$ cat src/rtl/core/assert_macros.svh
// ----------------------------------------------------------------------------
// assert_macros.svh
// Shared assertion shorthands for the compositor RTL, clocked on clk and
// disabled while rst_n is low.
// ----------------------------------------------------------------------------
`ifndef ASSERT_MACROS_SVH
`define ASSERT_MACROS_SVH

// Same-cycle implication.
`define SPC_ASSERT_IMP(label, ante, cons) \
  label: assert property (@(posedge clk) disable iff (!rst_n) (ante) |-> (cons)) \
    else $error("compositor assertion failed");

// Next-cycle implication.
`define SPC_ASSERT_NXT(label, ante, cons) \
  label: assert property (@(posedge clk) disable iff (!rst_n) (ante) |=> (cons)) \
    else $error("compositor assertion failed");

`endif

$ cat src/rtl/core/spc_pkg.sv
// ----------------------------------------------------------------------------
// spc_pkg
// Beat types, register codes and blend constants for the sprite compositor.
// ----------------------------------------------------------------------------
package spc_pkg;

  typedef struct packed {
    logic [7:0] src_c0;
    logic [7:0] src_c1;
    logic [7:0] src_c2;
    logic [7:0] src_alpha;
    logic [7:0] dst_c0;
    logic [7:0] dst_c1;
    logic [7:0] dst_c2;
  } spc_in_t;

  typedef struct packed {
    logic [7:0] out_c0;
    logic [7:0] out_c1;
    logic [7:0] out_c2;
    logic       written;
  } spc_out_t;

  // How the two weighted products are reduced to a channel.
  typedef enum logic {
    OP_SUM,    // floor of the summed products
    OP_FLOOR   // sum of the separately floored products
  } spc_op_t;

  typedef struct packed {
    logic    adv2;
    logic    adv3;
    spc_op_t op;
  } spc_ctrl_t;

  localparam logic [1:0] REG_BLEND_MODE  = 2'd0;
  localparam logic [1:0] REG_SPRITE_FADE = 2'd1;
  localparam logic [1:0] REG_SCREEN_FADE = 2'd2;

  localparam logic [2:0] MODE_COPY      = 3'd0;
  localparam logic [2:0] MODE_ALPHA_KEY = 3'd1;
  localparam logic [2:0] MODE_BLEND     = 3'd2;
  localparam logic [2:0] MODE_FADE_MIX  = 3'd3;
  localparam logic [2:0] MODE_SCREEN    = 3'd4;

  localparam logic [2:0] BLEND_MODE_RST  = MODE_BLEND;
  localparam logic [7:0] SPRITE_FADE_RST = 8'd255;
  localparam logic [8:0] SCREEN_FADE_RST = 9'd256;

  // Weight of one (256 over 256): multiplying by it and dropping 8 bits copies.
  localparam logic [8:0] FULL_WEIGHT = 9'd256;

endpackage

$ cat src/rtl/core/spc_chan.sv
// ----------------------------------------------------------------------------
// spc_chan
// One colour channel: weighted products in stage 2, reduction in stage 3.
// ----------------------------------------------------------------------------
module spc_chan
  import spc_pkg::*;
(
  input  logic       clk,
  input  spc_ctrl_t  ctrl,
  input  logic [7:0] src,
  input  logic [7:0] dst,
  input  logic [8:0] ws,
  input  logic [8:0] wd,
  output logic [7:0] res
);

  logic [16:0] p_r, p_nxt;
  logic [16:0] q_r, q_nxt;
  logic [7:0]  res_r, res_nxt;
  logic [17:0] sum;

  assign p_nxt = {9'b0, src} * {8'b0, ws};
  assign q_nxt = {9'b0, dst} * {8'b0, wd};
  assign sum   = {1'b0, p_r} + {1'b0, q_r};

  always_comb begin
    unique case (ctrl.op)
      OP_SUM:   res_nxt = sum[15:8];
      OP_FLOOR: res_nxt = p_r[15:8] + q_r[15:8];
      default:  res_nxt = sum[15:8];
    endcase
  end

  always_ff @(posedge clk) begin
    if (ctrl.adv2) begin
      p_r <= p_nxt;
      q_r <= q_nxt;
    end
    if (ctrl.adv3) begin
      res_r <= res_nxt;
    end
  end

  assign res = res_r;

endmodule

$ cat src/rtl/core/sprite_pixel_compositor_core.sv
// An accepted input beat reaches out_ through the stage 1, 2 and 3 registers.
// Throughput: one pixel per cycle while out_stall is low; the three stages
// (weight, multiply, reduce) each take a new beat whenever the stage after them moves.
// Reset (rst_n low, synchronous): pipeline emptied, blend_mode = 2,
// sprite_fade = 255, screen_fade = 256.
// ----------------------------------------------------------------------------
// sprite_pixel_compositor_core
// RGBA8 sprite-over-framebuffer compositor with copy, key, blend, faded blend
// and screen fade modes, behind an APB-style register port.
// ----------------------------------------------------------------------------
`include "assert_macros.svh"

module sprite_pixel_compositor_core
  import spc_pkg::*;
(
  input  logic        clk,
  input  logic        rst_n,
  input  logic        in_valid,
  output logic        in_stall,
  input  spc_in_t     in_data,
  output logic        out_valid,
  input  logic        out_stall,
  output spc_out_t    out_data,
  input  logic        psel,
  input  logic        penable,
  input  logic        pwrite,
  input  logic [3:0]  paddr,
  input  logic [31:0] pwdata,
  output logic [31:0] prdata,
  output logic        pready
);

  // Configuration registers
  logic [2:0] blend_mode_r;
  logic [7:0] sprite_fade_r;
  logic [8:0] screen_fade_r;
  logic       cfg_wr;

  assign pready = 1'b1;
  assign cfg_wr = psel && penable && pwrite;

  always_ff @(posedge clk) begin
    if (!rst_n) begin
      blend_mode_r  <= BLEND_MODE_RST;
      sprite_fade_r <= SPRITE_FADE_RST;
      screen_fade_r <= SCREEN_FADE_RST;
    end else if (cfg_wr) begin
      unique case (paddr[3:2])
        REG_BLEND_MODE:  blend_mode_r  <= pwdata[2:0];
        REG_SPRITE_FADE: sprite_fade_r <= pwdata[7:0];
        REG_SCREEN_FADE: screen_fade_r <= pwdata[8:0];
        default: ;
      endcase
    end
  end

  always_comb begin
    unique case (paddr[3:2])
      REG_BLEND_MODE:  prdata = {29'b0, blend_mode_r};
      REG_SPRITE_FADE: prdata = {24'b0, sprite_fade_r};
      REG_SCREEN_FADE: prdata = {23'b0, screen_fade_r};
      default:         prdata = 32'b0;
    endcase
  end

  // Stage handshake: a stage loads when it is empty or its successor moves
  logic v1_r, v2_r, v3_r;
  logic rdy1, rdy2, rdy3;

  assign rdy3     = !v3_r || !out_stall;
  assign rdy2     = !v2_r || rdy3;
  assign rdy1     = !v1_r || rdy2;
  assign in_stall = !rdy1;

  always_ff @(posedge clk) begin
    if (!rst_n) begin
      v1_r <= 1'b0;
      v2_r <= 1'b0;
      v3_r <= 1'b0;
    end else begin
      if (rdy1) v1_r <= in_valid;
      if (rdy2) v2_r <= v1_r;
      if (rdy3) v3_r <= v2_r;
    end
  end

  // Stage 1: pick weights for source and destination
  logic [15:0] fade_prod;
  logic [7:0]  faded_a;
  logic [8:0]  scr_f;
  logic        a_nz;
  logic [8:0]  ws_nxt, wd_nxt;
  spc_op_t     op_nxt;
  logic        wr_nxt;

  assign fade_prod = {8'b0, sprite_fade_r} * {8'b0, in_data.src_alpha};
  assign faded_a   = fade_prod[15:8];
  assign scr_f     = (screen_fade_r > FULL_WEIGHT) ? FULL_WEIGHT : screen_fade_r;
  assign a_nz      = (in_data.src_alpha != 8'd0);

  always_comb begin
    // default: keep the destination
    ws_nxt = 9'd0;
    wd_nxt = FULL_WEIGHT;
    op_nxt = OP_SUM;
    wr_nxt = 1'b0;
    unique case (blend_mode_r)
      MODE_COPY: begin
        ws_nxt = FULL_WEIGHT;
        wd_nxt = 9'd0;
        wr_nxt = 1'b1;
      end
      MODE_ALPHA_KEY: begin
        if (a_nz) begin
          ws_nxt = FULL_WEIGHT;
          wd_nxt = 9'd0;
          wr_nxt = 1'b1;
        end
      end
      MODE_BLEND: begin
        if (a_nz) begin
          ws_nxt = {1'b0, in_data.src_alpha};
          wd_nxt = {1'b0, ~in_data.src_alpha};
          wr_nxt = 1'b1;
        end
      end
      MODE_FADE_MIX: begin
        if (a_nz) begin
          ws_nxt = {1'b0, faded_a};
          wd_nxt = {1'b0, ~faded_a};
          op_nxt = OP_FLOOR;
          wr_nxt = 1'b1;
        end
      end
      MODE_SCREEN: begin
        ws_nxt = 9'd0;
        wd_nxt = scr_f;
        wr_nxt = 1'b1;
      end
      default: ;
    endcase
  end

  spc_in_t    s1_pix_r;
  logic [8:0] s1_ws_r, s1_wd_r;
  spc_op_t    s1_op_r, s2_op_r;
  logic       s1_wr_r, s2_wr_r, s3_wr_r;

  always_ff @(posedge clk) begin
    if (rdy1) begin
      s1_pix_r <= in_data;
      s1_ws_r  <= ws_nxt;
      s1_wd_r  <= wd_nxt;
      s1_op_r  <= op_nxt;
      s1_wr_r  <= wr_nxt;
    end
    if (rdy2) begin
      s2_op_r <= s1_op_r;
      s2_wr_r <= s1_wr_r;
    end
    if (rdy3) begin
      s3_wr_r <= s2_wr_r;
    end
  end

  // Stages 2 and 3: per-channel datapath
  spc_ctrl_t  ctrl;
  logic [7:0] res0, res1, res2;

  assign ctrl.adv2 = rdy2;
  assign ctrl.adv3 = rdy3;
  assign ctrl.op   = s2_op_r;

  spc_chan u_chan0 (
    .clk  (clk),
    .ctrl (ctrl),
    .src  (s1_pix_r.src_c0),
    .dst  (s1_pix_r.dst_c0),
    .ws   (s1_ws_r),
    .wd   (s1_wd_r),
    .res  (res0)
  );

  spc_chan u_chan1 (
    .clk  (clk),
    .ctrl (ctrl),
    .src  (s1_pix_r.src_c1),
    .dst  (s1_pix_r.dst_c1),
    .ws   (s1_ws_r),
    .wd   (s1_wd_r),
    .res  (res1)
  );

  spc_chan u_chan2 (
    .clk  (clk),
    .ctrl (ctrl),
    .src  (s1_pix_r.src_c2),
    .dst  (s1_pix_r.dst_c2),
    .ws   (s1_ws_r),
    .wd   (s1_wd_r),
    .res  (res2)
  );

  assign out_valid        = v3_r;
  assign out_data.out_c0  = res0;
  assign out_data.out_c1  = res1;
  assign out_data.out_c2  = res2;
  assign out_data.written = s3_wr_r;

  // Input is held back only when every stage is full and the output stalls
  `SPC_ASSERT_IMP(a_stall_full, in_stall, v1_r && v2_r && v3_r && out_stall)
  // Weights never exceed unity, so the products cannot overflow a channel
  `SPC_ASSERT_IMP(a_weight_sum, v1_r, ({1'b0, s1_ws_r} + {1'b0, s1_wd_r}) <= 10'd256)
  // Separately floored reduction only arises from a written pixel
  `SPC_ASSERT_IMP(a_floor_wr, v1_r && (s1_op_r == OP_FLOOR), s1_wr_r)
  // An accepted beat lands in stage 1
  `SPC_ASSERT_NXT(a_accept_s1, in_valid && !in_stall, v1_r)

endmodule

$ cat config.mk
export PLATFORM = sky130hd
export DESIGN_NAME = sprite_pixel_compositor_core
export DESIGN_NICKNAME = d
export VERILOG_FILES = /design/src/rtl/core/spc_pkg.sv /design/src/rtl/core/spc_chan.sv /design/src/rtl/core/sprite_pixel_compositor_core.sv
export VERILOG_INCLUDE_DIRS = /design/src /design/src/rtl/core
export SDC_FILE = /design/constraint.sdc
export NUM_CORES = 1
export LEC_CHECK = 0
export ABC_AREA = 0
export BUFFER_PORTS_ARGS = -buffer_cell sky130_fd_sc_hd__buf_4
export CAP_MARGIN = 20
export CORE_ASPECT_RATIO = 0.6
export CORE_MARGIN = 2
export CORE_UTILIZATION = 45
export CTS_BUF_LIST = sky130_fd_sc_hd__clkbuf_2 sky130_fd_sc_hd__clkbuf_4 sky130_fd_sc_hd__clkbuf_8
export CTS_CLUSTER_DIAMETER = 150
export DETAILED_ROUTE_END_ITERATION = 12
export PLACE_DENSITY_LB_ADDON = 0.1
export REMOVE_ABC_BUFFERS = 1
export SETUP_SLACK_MARGIN = 0.5
export SYNTH_ARGS = -nofsm -noshare
export SYNTH_HDL_FRONTEND = slang
export SYNTH_SLANG_ARGS = --single-unit
$ cat constraint.sdc
create_clock -name clk -period 8.7 [get_ports clk]
set_input_delay 2.175 -clock clk [delete_from_list [all_inputs] [get_ports clk]]
set_output_delay 2.175 -clock clk [all_outputs]
set_load 0.03 [all_outputs]
==> summary.md <==
| Metric | Value |
|---|---|
| DRT iter0 DRCs | roughly 800 |
| Warnings from Yosys | 0 |
| Post-DP Area | around 25000 um2 |
| Post-synth ARST share | 0% |
| Critical Path RT | between 9 and 10 ns |
| Cell mode on critical path | fa_1 |
| Vias | 16300 |
| Post-DRT Antenna Nets | 0 |
| Layout cells sized above 1 | around 8% |
| Cts hold-fix bufs | 0 |
| Vias in the first global route | approximately 17000 |
| Final Cell Area | 26100 um2 |
| CP cell instances | buf_4, and2_1, fa_1, fa_1, fa_1, inv_1, fa_1, inv_1, ha_1, a21o_1, a21o_1, a41oi_2, o21ai_1, o31ai_1, xnor2_1, a22o_1 |
| DR vias/cell | between 5 and 6 |
| RSZ-0062 raised after global routing | false |
| Initial DRT Pass Iterations | 5 |
| HPWL Detailed | between 40000 and 50000 um |
| GP Congestion | ~0.85 |
| Clock-pin slew on the worst setup and hold paths | 0.06 ns |
| Seq/Total Area, Yosys | 26.0% |
| Routed wire length per instance | ~17 um |
| Crit-path slowest cell | fa_1 |
| Largest stage delay, worst path | about 0.51 ns |
| Register bit total from synthesis | roughly 210 |
| Initial Utilization | between 40% and 50% |
| P_leak | approximately 12 nW |
| Status | finished clean |
| Setup violations, final | 0 |
| Setup Buffers After CTS | 0 |
| Initial antenna violation count | 0 |
| Worst vdd ir | between 150 and 200 uV |
| Resize count post-CTS | 0 |
| Die area | approximately 55000 um2 |
| Core box area | about 52000 um2 |
| Area contributors post-synth | edfxtp_1, fa_1, ha_1 |
| Critical path data arrival time | approximately 6.4 ns |
| Post-Route WL | 53900 um |
| CTS sink cnt | around 210 |
| Area grow syn2layout | 9.50% |
| Boundary pin count | roughly 160 |
| CP max FO | 11 |
| Delay-heaviest family, CP | adder cells |
| Total CTS buffers | 38 |
| Pwr/cell area | roughly 290 nW/um2 |
| Actual slew at the worst max-slew pin | between 1 and 1.5 ns |
| # nets final | 3115 |
| TNS Setup | 0 ns |
| IO buf count | around 110 |
| Final Max Tran Viols | 0 |
| CTS H-tree lvls | 2 |
| Slew headroom | between 20% and 30% |
| Congestion Overflow GR | 0 |
| EDFF count, synth | around 190 |
| Clock buffer depth | 3 |
| Min Tclk post-route | between 6 and 7 ns |
| Crit end category | flip-flop |
| Main synth FF type | edfxtp_1 |
| Number of remaining DRC errors | 0 |
| Worst hold path type | reg2reg |
| Netlist cell types | 60 |
| CTS tree | yes |
| Placement Rows | 65 |
| Average cell area after synthesis | between 10 and 15 um2 |
| Chip width | between 300 and 400 um |
| Largest net degree at the start of global routing | around 80 |
| R2R Setup Slk | around 3.5 ns |
| Fin util | around half |
| CP bufs+invs | 3 |
| Number of cells produced by synthesis | 2359 |
| Final worst-path cycle share | 70.1% |
| First-pass GRT wire length | around 90000 um |
| Yosys top cell area share | around 24% |
| Layout Skew | about 0.046 ns |
| Clock tree root driver cell | clkbuf_8 |
| Max-cap violations | 0 |
| Vert. Die Dim | between 150 and 200 um |
| Top achievable clock speed | 164 MHz |
| GRT Util Overall | 20.6% |
| Clock latency on the worst-skew pair | ~0.6 ns |
| Yosys top cell by area | edfxtp_1 |
| Netlist Area Pre-Place | roughly 24000 um2 |
| CP startpoint kind | input port |
| Total power | between 7 and 8 mW |
| Worst Setup Path Type | in2reg |
| Final hold vios | 0 |
stage by stage:
| stage | instances | setup slack, ns | hold slack, ns |
|---|---|---|---|
| floorplan | 2287 | 2.18 | 0.400 |
| global placement | 3109 | 2.11 | 0.404 |
| detailed placement | 3109 | 2.02 | 0.406 |
| CTS | 3178 | 2.64 | 0.423 |
| global route | 3179 | 2.43 | 0.449 |
| finish | 3181 | 2.60 | 0.424 |
logic make-up after synthesis:
| logic type | after synthesis | share of synthesized area [%] |
|---|---|---|
| simple gates | 770 | 16.4 |
| fa+ha+maj | 569 | 38.9 |
| buf+inv | 455 | 7.59 |
| compound gates | 226 | 6.44 |
| flops | 214 | 26.0 |
| xor+xnor | 115 | 4.23 |
| mux | 8 | 0.337 |
| other cells | 2 | 0.0316 |
synthesized netlist by cell type (all sizes together) (6+ instances only):
cell type,instances
a211oi,10
a21boi,12
a21o,14
a21oi,62
a22o,13
a31oi,7
and2,296
and3,12
buf,28
clkbuf,66
dfxtp,23
edfxtp,191
fa,284
ha,285
inv,360
mux2i,8
nand2,283
nand2b,12
nand3,26
nand4,10
nor2,62
nor2b,23
nor3,14
nor4,12
o21a,20
o21ai,41
o221ai,9
o31ai,10
or2,6
or3,10
xnor2,101
xor2,14
path summary, 6_finish.rpt:
path,from,endpoint,depth (start not counted)
max,in_data[26],s1_ws_r[7]$_DFFE_PN_,16
max reg2reg,s1_wd_r[2]$_DFFE_PN_,u_chan0.q_r[15]$_DFFE_PP_,15
min reg2reg,s1_op_r$_SDFFCE_PN0N_,s2_op_r$_DFFE_PP_,0
min,s1_op_r$_SDFFCE_PN0N_,s2_op_r$_DFFE_PP_,0
power by group:
group          switching, mW  internal (mW)
combinational           2.55           2.02
clock                  0.474          0.588
sequential             0.225           1.64
flip-flops by register name, indices dropped and copies added, names as in the netlist, 9 cells and up:
signal and cells:
screen_fade_r 9, s1_wd_r 9, s1_ws_r 9, u_chan2.q_r 16, u_chan1.q_r 16, u_chan2.p_r 16
s1_pix_r 48, u_chan0.p_r 16, u_chan1.p_r 16, u_chan0.q_r 16
cell usage in the layout (no fill, tap or decap), types with 24 or more instances in the layout:
master,n
a21oi_1,62
nor2_1,62
o21ai_0,39
nand2_1,282
inv_1,359
ha_1,285
buf_4,119
xnor2_1,101
and2_1,296
nand3_1,26
clkbuf_8,41
fa_1,284
edfxtp_1,191
conb_1,24
final cells by class:
class / instances / area [um2]
inverter: 361 / 1360
timing repair buffer: 120 / 898
clock inverter: 22 / 225
antenna: 2 / 5.00
clock buffer: 47 / 609
sequential: 214 / 6200
multi-input combinational: 1712 / 15900
tap: 703 / 880
fill: 4934 / 26300
metal layers:
| layer | global-route usage (%) | vias to the layer above | share of wire (%) |
|---|---|---|---|
| li1 | - | 7756 | - |
| met1 | 29.2 | 8115 | 48 |
| met2 | 32.7 | 349 | 45 |
| met3 | 3.77 | 65 | 5.3 |
| met4 | 4.90 | 0 | 2.1 |
| met5 | 0 | - | 0 |
(Power assumes the default switching activity.)
